### config.mk
export PLATFORM = sky130hd
export DESIGN_NAME = postfix_expression_evaluator_top
export DESIGN_NICKNAME = d
export VERILOG_FILES = /design/src/rtl/core/pee_pkg.sv /design/src/rtl/core/postfix_expression_evaluator_top.sv /design/src/rtl/core/pee_div.sv /design/src/rtl/core/pee_dp.sv /design/src/rtl/core/pee_ctrl.sv
export SDC_FILE = /design/constraint.sdc
export NUM_CORES = 2
export LEC_CHECK = 0
export ABC_CLOCK_PERIOD_IN_PS = 14700
export BUFFER_PORTS_ARGS = -buffer_cell sky130_fd_sc_hd__buf_2
export CAP_MARGIN = 20
export CORE_MARGIN = 5
export CORE_UTILIZATION = 28
export DETAILED_ROUTE_END_ITERATION = 8
export PLACE_DENSITY = 0.42
export SYNTH_ARGS = -nofsm -noshare
export SYNTH_HDL_FRONTEND = slang
export SYNTH_SLANG_ARGS = --single-unit
### constraint.sdc
create_clock -name clk_i -period 14.7 [get_ports clk_i]
set_clock_uncertainty 0.05 [all_clocks]
set_input_delay 0.735 -clock clk_i [delete_from_list [all_inputs] [get_ports clk_i]]
set_output_delay 0.735 -clock clk_i [all_outputs]
set_load 0.01 [all_outputs]
### src/rtl/core/pee_pkg.sv
// shared constants, command and status types for the postfix evaluator
// no dependencies; imported by every module of the block
package pee_pkg;

  localparam int unsigned STACK_DEPTH = 16;
  localparam int unsigned CNT_W       = $clog2(STACK_DEPTH + 1);
  localparam int unsigned ADDR_W      = $clog2(STACK_DEPTH);
  localparam int unsigned WORD_W      = 32;
  localparam int unsigned DIV_CNT_W   = $clog2(WORD_W);

  localparam logic [7:0] SYM_ZERO = 8'h30;
  localparam logic [7:0] SYM_NINE = 8'h39;
  localparam logic [7:0] SYM_ADD  = 8'h2B;
  localparam logic [7:0] SYM_SUB  = 8'h2D;
  localparam logic [7:0] SYM_MUL  = 8'h2A;
  localparam logic [7:0] SYM_DIV  = 8'h2F;

  typedef enum logic [1:0] {
    ERR_NONE     = 2'd0,
    ERR_DIV_ZERO = 2'd1,
    ERR_OVERFLOW = 2'd2
  } err_e;

  // controller -> datapath
  typedef struct packed {
    logic capture;
    logic pop;
    logic latch_b;
    logic latch_a;
    logic calc;
    logic push;
    logic out_load;
    logic clear;
  } pee_cmd_t;

  // datapath -> controller
  typedef struct packed {
    logic is_digit;
    logic is_div;
    logic last;
    logic div_zero;
    logic div_done;
    logic out_busy;
  } pee_stat_t;

endpackage

### src/rtl/core/postfix_expression_evaluator_top.sv
// postfix expression evaluator: one character per request, result on last char;
// a digit is captured and pushed; + - * or another char pops b and a, runs
// the alu and pushes; '/' waits for the 32-step divider; a last char then
// pops the result into the output register, waiting while that still holds a result
// async active-low reset clears stack count, held result, error and
// output valid; stack contents stay undefined, no clearing pass
// depends on pee_pkg, pee_ctrl, pee_dp, pee_div
module postfix_expression_evaluator_top import pee_pkg::*; (
  input  logic        clk_i,
  input  logic        rst_ni,
  // input request: character stream
  input  logic        s_axis_tvalid_i,
  output logic        s_axis_tready_o,
  input  logic [7:0]  s_axis_tdata_i,   // [7:0] symbol
  input  logic        s_axis_tlast_i,   // last_symbol
  // result request: one per expression
  output logic        m_axis_tvalid_o,
  input  logic        m_axis_tready_i,
  output logic [39:0] m_axis_tdata_o    // [31:0] value, [33:32] error_code, [39:34] zero
);

  pee_cmd_t          dp_cmd;
  pee_stat_t         dp_stat;
  logic              s_accept;
  logic [WORD_W-1:0] out_value;
  logic [1:0]        out_error;

  assign s_accept = s_axis_tvalid_i && s_axis_tready_o;

  // controller: one character at a time, takes input only in idle
  pee_ctrl u_ctrl (
    .clk_i      (clk_i),
    .rst_ni     (rst_ni),
    .in_valid_i (s_axis_tvalid_i),
    .in_ready_o (s_axis_tready_o),
    .stat_i     (dp_stat),
    .cmd_o      (dp_cmd)
  );

  // datapath: stack, alu, divider and the output register, which lets the
  // next expression proceed while a result waits to be taken
  pee_dp u_dp (
    .clk_i       (clk_i),
    .rst_ni      (rst_ni),
    .cmd_i       (dp_cmd),
    .stat_o      (dp_stat),
    .symbol_i    (s_axis_tdata_i),
    .last_i      (s_axis_tlast_i),
    .out_ready_i (m_axis_tready_i),
    .out_valid_o (m_axis_tvalid_o),
    .out_value_o (out_value),
    .out_error_o (out_error)
  );

  assign m_axis_tdata_o = {6'b0, out_error, out_value};

  // block goes busy right after taking a character
  a_busy_after_accept: assert property (@(posedge clk_i) disable iff (!rst_ni)
    s_accept |=> !s_axis_tready_o)
    else $error("input taken while previous character in progress");

  // a pending result is never overwritten
  a_no_overwrite: assert property (@(posedge clk_i) disable iff (!rst_ni)
    dp_cmd.out_load |-> (!m_axis_tvalid_o || m_axis_tready_i))
    else $error("result register overwritten before taken");

  // divider finishes only while a character is in progress
  a_div_busy: assert property (@(posedge clk_i) disable iff (!rst_ni)
    dp_stat.div_done |-> !s_axis_tready_o)
    else $error("divide completed while idle");

  // at most one stack operation per cycle
  a_stack_op: assert property (@(posedge clk_i) disable iff (!rst_ni)
    $onehot0({dp_cmd.push, dp_cmd.pop, dp_cmd.clear}))
    else $error("conflicting stack commands");

endmodule

### src/rtl/core/pee_div.sv
// iterative signed 32-bit divider, one quotient bit per cycle, truncating
// depends on pee_pkg
module pee_div import pee_pkg::*; (
  input  logic              clk_i,
  input  logic              rst_ni,
  input  logic              start_i,
  input  logic [WORD_W-1:0] dividend_i,
  input  logic [WORD_W-1:0] divisor_i,
  output logic              done_o,
  output logic [WORD_W-1:0] quotient_o
);

  logic                 busy_q, fix_q, done_q;
  logic [DIV_CNT_W-1:0] cnt_q;
  logic                 neg_q;
  logic [WORD_W-1:0]    dvd_q, dvs_q, rem_q, quo_q;
  logic [WORD_W:0]      rem_sh, diff;
  logic                 ge;
  logic [WORD_W-1:0]    mag_a, mag_b;

  assign mag_a  = dividend_i[WORD_W-1] ? (~dividend_i + 1'b1) : dividend_i;
  assign mag_b  = divisor_i[WORD_W-1]  ? (~divisor_i + 1'b1)  : divisor_i;
  assign rem_sh = {rem_q, dvd_q[WORD_W-1]};
  assign diff   = rem_sh - {1'b0, dvs_q};
  assign ge     = ~diff[WORD_W];

  always_ff @(posedge clk_i or negedge rst_ni) begin
    if (!rst_ni) begin
      busy_q <= 1'b0;
      fix_q  <= 1'b0;
      done_q <= 1'b0;
      cnt_q  <= '0;
    end else begin
      done_q <= 1'b0;
      if (start_i) begin
        busy_q <= 1'b1;
        cnt_q  <= DIV_CNT_W'(WORD_W - 1);
      end else if (busy_q) begin
        if (cnt_q == '0) begin
          busy_q <= 1'b0;
          fix_q  <= 1'b1;
        end else begin
          cnt_q <= cnt_q - 1'b1;
        end
      end else if (fix_q) begin
        fix_q  <= 1'b0;
        done_q <= 1'b1;
      end
    end
  end

  // payload: magnitudes shift through, sign applied at the end
  always_ff @(posedge clk_i) begin
    if (start_i) begin
      dvd_q <= mag_a;
      dvs_q <= mag_b;
      rem_q <= '0;
      neg_q <= dividend_i[WORD_W-1] ^ divisor_i[WORD_W-1];
    end else if (busy_q) begin
      dvd_q <= {dvd_q[WORD_W-2:0], ge};
      rem_q <= ge ? diff[WORD_W-1:0] : rem_sh[WORD_W-1:0];
    end else if (fix_q) begin
      quo_q <= neg_q ? (~dvd_q + 1'b1) : dvd_q;
    end
  end

  assign done_o     = done_q;
  assign quotient_o = quo_q;

endmodule

### src/rtl/core/pee_dp.sv
// datapath: symbol register, indexed stack memory, operand and result
// registers, alu, sticky error and output register; depends on pee_pkg, pee_div
module pee_dp import pee_pkg::*; (
  input  logic              clk_i,
  input  logic              rst_ni,
  input  pee_cmd_t          cmd_i,
  output pee_stat_t         stat_o,
  input  logic [7:0]        symbol_i,
  input  logic              last_i,
  input  logic              out_ready_i,
  output logic              out_valid_o,
  output logic [WORD_W-1:0] out_value_o,
  output logic [1:0]        out_error_o
);

  logic [WORD_W-1:0] mem_q [STACK_DEPTH];
  logic [CNT_W-1:0]  cnt_q, cnt_d, cnt_dec;
  logic [WORD_W-1:0] rd_q;
  logic              pop_ok_q;
  logic [7:0]        sym_q;
  logic              last_q;
  logic [WORD_W-1:0] a_q, b_q, popped;
  logic [WORD_W-1:0] held_q, held_d, push_val, product;
  err_e              err_q, err_d;
  logic              full, is_digit, div_start, div_done;
  logic [WORD_W-1:0] quotient;
  logic              out_valid_q;
  logic [WORD_W-1:0] out_value_q;
  logic [1:0]        out_error_q;

  assign full     = (cnt_q == CNT_W'(STACK_DEPTH));
  assign cnt_dec  = cnt_q - 1'b1;
  assign popped   = pop_ok_q ? rd_q : '1;
  assign is_digit = (sym_q >= SYM_ZERO) && (sym_q <= SYM_NINE);
  assign push_val = is_digit ? {{(WORD_W-8){1'b0}}, sym_q - SYM_ZERO} : held_q;
  assign product  = a_q * b_q;
  assign div_start = cmd_i.calc && (sym_q == SYM_DIV) && (b_q != '0);

  pee_div u_div (
    .clk_i      (clk_i),
    .rst_ni     (rst_ni),
    .start_i    (div_start),
    .dividend_i (a_q),
    .divisor_i  (b_q),
    .done_o     (div_done),
    .quotient_o (quotient)
  );

  always_comb begin
    held_d = held_q;
    err_d  = err_q;
    cnt_d  = cnt_q;
    if (cmd_i.calc) begin
      case (sym_q)
        SYM_ADD: held_d = a_q + b_q;
        SYM_SUB: held_d = a_q - b_q;
        SYM_MUL: held_d = product;
        SYM_DIV: begin
          if (b_q == '0) begin
            held_d = '0;
            if (err_q == ERR_NONE) err_d = ERR_DIV_ZERO;
          end
        end
        default: held_d = held_q;
      endcase
    end
    if (div_done) held_d = quotient;
    if (cmd_i.push) begin
      if (full) begin
        if (err_q == ERR_NONE) err_d = ERR_OVERFLOW;
      end else begin
        cnt_d = cnt_q + 1'b1;
      end
    end
    if (cmd_i.pop && (cnt_q != '0)) cnt_d = cnt_dec;
    if (cmd_i.clear) begin
      cnt_d  = '0;
      held_d = '0;
    end
  end

  always_ff @(posedge clk_i or negedge rst_ni) begin
    if (!rst_ni) begin
      cnt_q       <= '0;
      held_q      <= '0;
      err_q       <= ERR_NONE;
      pop_ok_q    <= 1'b0;
      out_valid_q <= 1'b0;
    end else begin
      cnt_q  <= cnt_d;
      held_q <= held_d;
      err_q  <= err_d;
      if (cmd_i.pop) pop_ok_q <= (cnt_q != '0);
      if (cmd_i.out_load) out_valid_q <= 1'b1;
      else if (out_ready_i) out_valid_q <= 1'b0;
    end
  end

  // stack memory: one write, one registered read
  always_ff @(posedge clk_i) begin
    if (cmd_i.push && !full) mem_q[cnt_q[ADDR_W-1:0]] <= push_val;
    if (cmd_i.pop && (cnt_q != '0)) rd_q <= mem_q[cnt_dec[ADDR_W-1:0]];
  end

  always_ff @(posedge clk_i) begin
    if (cmd_i.capture) begin
      sym_q  <= symbol_i;
      last_q <= last_i;
    end
    if (cmd_i.latch_b) b_q <= popped;
    if (cmd_i.latch_a) a_q <= popped;
    if (cmd_i.out_load) begin
      out_value_q <= popped;
      out_error_q <= err_q;
    end
  end

  assign stat_o.is_digit = is_digit;
  assign stat_o.is_div   = (sym_q == SYM_DIV);
  assign stat_o.last     = last_q;
  assign stat_o.div_zero = (b_q == '0);
  assign stat_o.div_done = div_done;
  assign stat_o.out_busy = out_valid_q && !out_ready_i;

  assign out_valid_o = out_valid_q;
  assign out_value_o = out_value_q;
  assign out_error_o = out_error_q;

endmodule

### src/rtl/core/pee_ctrl.sv
// controller state machine sequencing pops, alu, divide, push and output
// depends on pee_pkg
module pee_ctrl import pee_pkg::*; (
  input  logic      clk_i,
  input  logic      rst_ni,
  input  logic      in_valid_i,
  output logic      in_ready_o,
  input  pee_stat_t stat_i,
  output pee_cmd_t  cmd_o
);

  typedef enum logic [8:0] {
    ST_IDLE     = 9'b000000001,
    ST_POP_B    = 9'b000000010,
    ST_POP_A    = 9'b000000100,
    ST_GET_A    = 9'b000001000,
    ST_CALC     = 9'b000010000,
    ST_DIV_WAIT = 9'b000100000,
    ST_PUSH     = 9'b001000000,
    ST_FIN_POP  = 9'b010000000,
    ST_FIN_OUT  = 9'b100000000
  } state_e;

  state_e state_q, state_d;

  assign in_ready_o = (state_q == ST_IDLE);

  always_comb begin
    state_d = state_q;
    cmd_o   = '0;
    case (state_q)
      ST_IDLE: begin
        if (in_valid_i) begin
          cmd_o.capture = 1'b1;
          state_d = ST_POP_B;
        end
      end
      ST_POP_B: begin
        // digits skip the pops
        if (stat_i.is_digit) begin
          cmd_o.push = 1'b1;
          state_d = stat_i.last ? ST_FIN_POP : ST_IDLE;
        end else begin
          cmd_o.pop = 1'b1;
          state_d = ST_POP_A;
        end
      end
      ST_POP_A: begin
        cmd_o.latch_b = 1'b1;
        cmd_o.pop     = 1'b1;
        state_d = ST_GET_A;
      end
      ST_GET_A: begin
        cmd_o.latch_a = 1'b1;
        state_d = ST_CALC;
      end
      ST_CALC: begin
        cmd_o.calc = 1'b1;
        state_d = (stat_i.is_div && !stat_i.div_zero) ? ST_DIV_WAIT : ST_PUSH;
      end
      ST_DIV_WAIT: begin
        if (stat_i.div_done) state_d = ST_PUSH;
      end
      ST_PUSH: begin
        cmd_o.push = 1'b1;
        state_d = stat_i.last ? ST_FIN_POP : ST_IDLE;
      end
      ST_FIN_POP: begin
        cmd_o.pop = 1'b1;
        state_d = ST_FIN_OUT;
      end
      ST_FIN_OUT: begin
        if (!stat_i.out_busy) begin
          cmd_o.out_load = 1'b1;
          cmd_o.clear    = 1'b1;
          state_d = ST_IDLE;
        end
      end
      default: state_d = ST_IDLE;
    endcase
  end

  always_ff @(posedge clk_i or negedge rst_ni) begin
    if (!rst_ni) state_q <= ST_IDLE;
    else         state_q <= state_d;
  end

endmodule
# Word level (Yosys, flattened, before mapping)
# Memory sizes are Yosys's and may differ from the RTL's. A register that Yosys moved wholly into a read port is not among the register bits.
# Index checks and enable logic that the tools add are counted.
[op_classes]
mul = 1
bitwise_logic = 7
n_eq_ne = 21
mux = 57
order_cmp = 2
reduce_logical = 27
addsub = 10
[ops]
columns = ["op", "count"]
rows = [
  ["2-to-1 mux 32 bit", 11],
  ["case mux 32 bit (4 select lines)", 1],
  ["adder 32 x 1 -> 32 bit, second input constant", 3],
  ["NOT 32 bit", 3],
  ["case mux 9 bit (9 select lines)", 1],
  ["2-to-1 mux 9 bit", 4],
  ["2-to-1 mux 5 bit", 7],
  ["subtractor 33 x 32 -> 33 bit", 1],
  ["adder 32 bit", 1],
  ["equality test 8 x 6 -> 1 bit, second input constant", 4],
  ["logical NOT 32 bit", 1],
  ["multiplier 32 x 32 -> 32 bit", 1],
  ["nonzero test 32 bit", 1],
  ["subtractor 32 bit", 1],
  ["2-to-1 mux 31 bit", 1],
  ["2-to-1 mux 1 bit", 19],
  ["2-to-1 mux 2 bit", 9],
  ["subtractor 5 x 1 -> 5 bit, second input constant", 2],
  ["equality test 9 x 1 -> 1 bit, second input constant", 1],
  ["equality test 9 x 2 -> 1 bit, second input constant", 1],
  ["equality test 9 x 3 -> 1 bit, second input constant", 1],
  ["equality test 9 x 4 -> 1 bit, second input constant", 1],
  ["equality test 9 x 5 -> 1 bit, second input constant", 1],
  ["equality test 9 x 6 -> 1 bit, second input constant", 1],
  ["28 further kinds", 48],
]
[totals]
mem_count = 1
in_bits = 13
register_bits = 294
ramBits = 512
[mem_list]
columns = ["name", "depth", "width", "rd", "rd_ports_with_merged_regs", "wr", "line", "rtl"]
rows = [
  ["u_dp.mem_q", 16, 32, 1, 1, 1, "pee_dp.sv:16", "logic [WORD_W-1:0] mem_q [STACK_DEPTH];"],
]

# Logic depth before layout (Yosys ltp)
[depth]
word_depth = 8
ltp_mapped = 29
depth_no_buf = 27

# Cells and area by module
# Synthesis repeated with hierarchy kept, for this count alone.
[unflattened]
hier_cells = 4281
area_unflattened_um2 = 53533.8
[modules_own_cells]
columns = ["mod", "cells_each", "n_inst", "area_each_um2"]
rows = [
  ["pee_dp", 3313, 1, 44348.8],
  ["pee_div", 893, 1, 8504.4],
  ["pee_ctrl", 68, 1, 631.9],
  ["postfix_expression_evaluator_top", 7, 1, 48.8],
]

# Worst setup path before layout
# OpenSTA, ideal clock, no wires.
[synth_path]
kind = "register to register"
startpoint = "reg u_dp.b_q[5]"
endpoint = "reg u_dp.held_q[26]"
path_buffers = 2
synth_period_minus_slack_ps = 7126
required_ps = 14465
stages_incl_launch_ff = 28
setup_slack_ps = 7574
arrival_ps = 6891
path_cell_list = "edfxtp_1 clkbuf_1 clkbuf_1 and2_1 fa_1 fa_1 fa_1 inv_1 fa_1 inv_1 fa_1 inv_1 fa_1 inv_1 fa_1 fa_1 ha_1 a21o_1 a21oi_1 o21ai_0 and2_1 a2111oi_0 nor2_1 xor2_1 nand2_1 o31ai_1 a222oi_1 nor2_1"
[synth_via]
elab_chain_cells = 5
elab_cells_between_ends = 10
cone_classes = "2 x add/sub; 1 x mul; 1 x eq/ne; 4 x mux; 2 x reduce/logical"
[synth_rtl]
columns = ["item", "line", "rtl"]
rows = [
  ["start: declaration", "pee_dp.sv:22", "logic [WORD_W-1:0] a_q, b_q, popped;"],
  ["start signal: assignment", "pee_dp.sv:110", "if (cmd_i.latch_b) b_q <= popped;"],
  ["multiplier 32 x 32 -> 32 bit (tied with other cells)", "pee_dp.sv:36", "assign product = a_q * b_q;"],
  ["case mux 32 bit (4 select lines)", "pee_dp.sv:54", "case (sym_q)"],
  ["2-to-1 mux 32 bit", "pee_dp.sv:53", "if (cmd_i.calc) begin"],
  ["2-to-1 mux 32 bit", "pee_dp.sv:67", "if (div_done) held_d = quotient;"],
  ["2-to-1 mux 32 bit", "pee_dp.sv:76", "if (cmd_i.clear) begin"],
  ["end signal: assignment", "pee_dp.sv:91", "held_q <= held_d;"],
  ["end: declaration", "pee_dp.sv:23", "logic [WORD_W-1:0] held_q, held_d, push_val, product;"],
]
# Parallel ways exist; a longest one is shown, timed or not. The select of a mux whose other input is x is not followed.
# A chain may end at the register's enable or synchronous reset.

# Final worst setup path
[layout_path]
startpoint = "reg u_dp.a_q[9]"
endpoint = "reg u_dp.held_q[30]"
[layout_via]
elab_chain_cells = 5
elab_cells_between_ends = 7
cone_classes = "2 x add/sub; 1 x mul; 4 x mux"
[layout_rtl]
columns = ["item", "line", "rtl"]
rows = [
  ["start: declaration", "pee_dp.sv:22", ""],
  ["start signal: assignment", "pee_dp.sv:111", "if (cmd_i.latch_a) a_q <= popped;"],
  ["multiplier 32 x 32 -> 32 bit (tied with other cells)", "pee_dp.sv:36", ""],
  ["case mux 32 bit (4 select lines) *", "pee_dp.sv:54", ""],
  ["2-to-1 mux 32 bit *", "pee_dp.sv:53", ""],
  ["2-to-1 mux 32 bit *", "pee_dp.sv:67", ""],
  ["2-to-1 mux 32 bit *", "pee_dp.sv:76", ""],
]
# Every way passes the cells marked *; elsewhere a longest branch is shown, timed or not. The select of a mux whose other input is x is not followed.

==> summary.md <==
| Metric | Value |
|---|---|
| Grt total ovfl | `0` |
| Outcome | `finished clean` |
| Initial core utilization | `28.2%` |
| Maximum vdd drop | `0.000425 V` |
| Avg Inst Size Synth | `12.5 um2` |
| Fmax | `127 MHz` |
| Setup violators final | `0` |
| Per-cell routed wire length | `23.1 um` |
| CTS Buf Count | `98` |
| Crit start category | `register` |
| Post-CTS setup buffers | `0` |
| Synth warnings | `0` |
| IO Pins | `55` |
| Initial DRC count | `2086` |
| DRC | `0` |
| Final min period | `7.90 ns` |
| Asr flop ratio synth | `6.92%` |
| CTS sink count | `838` |
| Tcrit/Tclk final | `53.7%` |
| CP Max Fanout | `28` |
| Total Routing Usage GR | `16.0%` |
| Hold Crit Class | `primary input to register` |
| CTS Buffer Depth | `3` |
| Hold WS | `0.151 ns` |
| Syn Std Cell Area | `0.0530 mm2` |
| Final antenna-violating net count | `0` |
| Seq/Total Area, Yosys | `46.4%` |
| Commonest non-fill, non-tap cells in the layout | `edfxtp_1, inv_1, fa_1, nand2_1, and2_1` |
| TritonCTS clock tree | `yes` |
| FF/Latch Area | `0.0246 mm2` |
| Core Area | `0.188 mm2` |
| Syn-to-layout area delta | `12.3%` |
| Count of filler cells inserted in the layout | `18800` |
| Commonest non-fill, non-tap cell in the layout | `edfxtp_1` |
| CTS H-tree depth | `3` |
| Setup TNS | `0 ns` |
| Slew Limit Headroom | `29.7%` |
| TritonRoute pass-1 iters | `6` |
| Crit Path Category | `register to register` |
| Req. time, crit path | `15.22 ns` |
| Clock transition at the registers of the reported paths | `0.06 ns` |
| Leak Pwr | `0.0232 uW` |
| Die Ht | `445 um` |
| Synth cell types | `81` |
| M1 WL | `67600 um` |
| Post-DP HPWL | `103000 um` |
| WL met2 | `79800 um` |
| DIE WIDTH | `445 um` |
| Max-cap viol count | `0` |
| PortBufs | `48` |
| Num rows | `159` |
| Hold depth | `1` |
| Clk_lat worst skew | `0.71 ns` |
| Synthesis-stage register bit count | `838` |
| First-pass GRT wire length | `235000 um` |
| Critical path arrival | `8.42 ns` |
| Fin. Hold Viols | `0` |
| CTS Root Cell | `clkbuf_16` |
| Area occupied by multi-input gates | `0.0259 mm2` |
| Final number of max-transition violations | `0` |
| Met3 routed WL | `5670 um` |
| Cell area power density | `194 mW/mm2` |
| Synth Flop Type | `edfxtp_1` |
| Vias per Instance | `4.69` |
| Highest routed metal layer | `met4` |
| Worst slew pin tran | `1.05 ns` |
| NumNets Final | `4876` |
| Largest net degree at the start of global routing | `102` |
| Share of layout cells above drive strength 1 | `11.6%` |
| Gpl congestion | `0.810` |
| RSZ-0062 raised after global routing | `false` |
| Critical Path Sink Type | `register` |
| Initial antenna violation count | `9` |
| Post-Synthesis Cells | `4232` |
| Post-Route WL | `158000 um` |
| Number of synthesized flops with an enable pin | `748` |
| R2R cell count | `24` |
| Via count | `32100` |
| Vias in the first global route | `34400` |
| Die area | `0.198 mm2` |
[synthesized netlist by cell type (all sizes together) (7+ instances only)]
library cell	number	area (um2)
or3	28	176
xnor2	159	1390
a31oi	13	81.3
xor2	105	920
nor4	11	68.8
dfxtp	32	641
nor3	43	215
a21oi	161	806
o31ai	38	295
mux2i	11	110
and2	349	2180
ha	198	2480
nand2	401	1510
nand3	22	110
nor2b	18	113
nor2	123	462
o211ai	10	75.1
o41ai	7	68.8
or4	23	184
a22oi	10	75.1
dfrtp	57	1430
a21o	39	293
nand2b	58	363
or2	7	43.8
buf	23	116
inv	452	1700
mux4	160	3600
o21a	15	113
a221oi	9	78.8
edfxtp	748	22500
nand4	9	56.3
fa	410	8210
and3	12	75.1
nor3b	8	60.1
a211oi	13	97.6
o21ai	156	781
clkbuf	211	796
[final cells by class]
class | count | share of cell area [%]
multi-input cells | 2712 | 43.6
flip-flops and latches | 838 | 41.3
well taps | 2495 | 5.25
clock buffers | 125 | 4.38
inverters | 453 | 2.86
repair buffers | 152 | 1.78
clock inverters | 56 | 0.799
diodes | 3 | 0.0126
[registers in the layout, indices dropped and copies added (netlist names), 32 cells and up]
| signal | cells |
|---|---|
| u_dp.u_div.dvs_q | 32 |
| u_dp.rd_q | 32 |
| u_dp.held_q | 32 |
| u_dp.u_div.quotient_o | 32 |
| u_dp.u_div.rem_q | 32 |
| u_dp.mem_q | 512 |
| u_dp.a_q | 32 |
| u_dp.out_value_o | 32 |
| u_dp.b_q | 32 |
| u_dp.u_div.dvd_q | 32 |
[per-layer routing]
layer | track usage, % | vias to the layer above
li1 | - | 14600
met1 | 20.4 | 16700
met2 | 28.3 | 525
met3 | 2.13 | 190
met4 | 4.91 | 0
met5 | 0 | -
[cells by family after synthesis]
kind of cell | share of synthesized area (%)
AO/OA/AOI/OAI | 6.12
XOR/XNOR | 4.37
adder cells (fa/ha/maj) | 20.2
buffers and inverters | 4.93
flip-flops | 46.4
multiplexers | 7.07
other | 0.00708
AND/OR/NAND/NOR | 11.0
[final timing paths]
kind / slack [ns] / start / to
setup / recovery: 6.80 / u_dp.a_q[9] / u_dp.held_q[30]
hold / removal: 0.15 / s_axis_tdata_i[3] / u_dp.sym_q[3]
setup reg to reg: 6.80 / u_dp.a_q[9] / u_dp.held_q[30]
hold reg to reg: 0.40 / u_dp.err_q[1] / u_dp.out_error_o[1]
max in group asynchronous: 13.06 / rst_ni / u_dp.u_div.busy_q
min in group asynchronous: 0.52 / rst_ni / u_dp.held_q[25]
[repair_timing]
item,in CTS,in global routing
endpoints found under the hold margin,10,0
hold buffers,1,0
resized for setup,0,0
[where the power goes]
| group | internal, uW | leakage, uW | switching, uW |
|---|---|---|---|
| Clock | 1340 | 0.00151 | 1010 |
| Sequential | 2720 | 0.00802 | 75.6 |
| Combinational | 2720 | 0.0136 | 3670 |
| Total | 6790 | 0.0232 | 4750 |
[worst max-delay path, cell delays in order, from the launching register on]
cell and delay (ns):
edfxtp_1 0.36, buf_4 0.29, and2_1 0.25, fa_1 0.53, inv_1 0.05, fa_1 0.50, fa_1 0.45, fa_1 0.55
inv_1 0.05, ha_1 0.28, ha_1 0.29, fa_1 0.51, fa_1 0.43, ha_1 0.36, a2111oi_0 0.33, o21ai_0 0.13
o21ai_0 0.41, o31ai_1 0.24, a2111oi_0 0.78, o31ai_1 0.23, a21oi_1 0.24, nor3b_1 0.07, a31o_2 0.21, nand2_1 0.06
o211ai_1 0.09
[through the flow]
stage	area, um2	worst slack [ns]	util, %	total power (uW)	instances
floorplan	53000	7.57	-	7260	4237
global placement	56400	6.84	30.0	9380	6648
detailed placement	56400	6.85	30.0	9280	6648
CTS	59400	6.80	31.6	11700	6830
global route	59500	6.39	31.6	12400	6832
finish	59500	6.80	31.6	11500	6834
No activity file was read; power rests on OpenSTA's default activity.
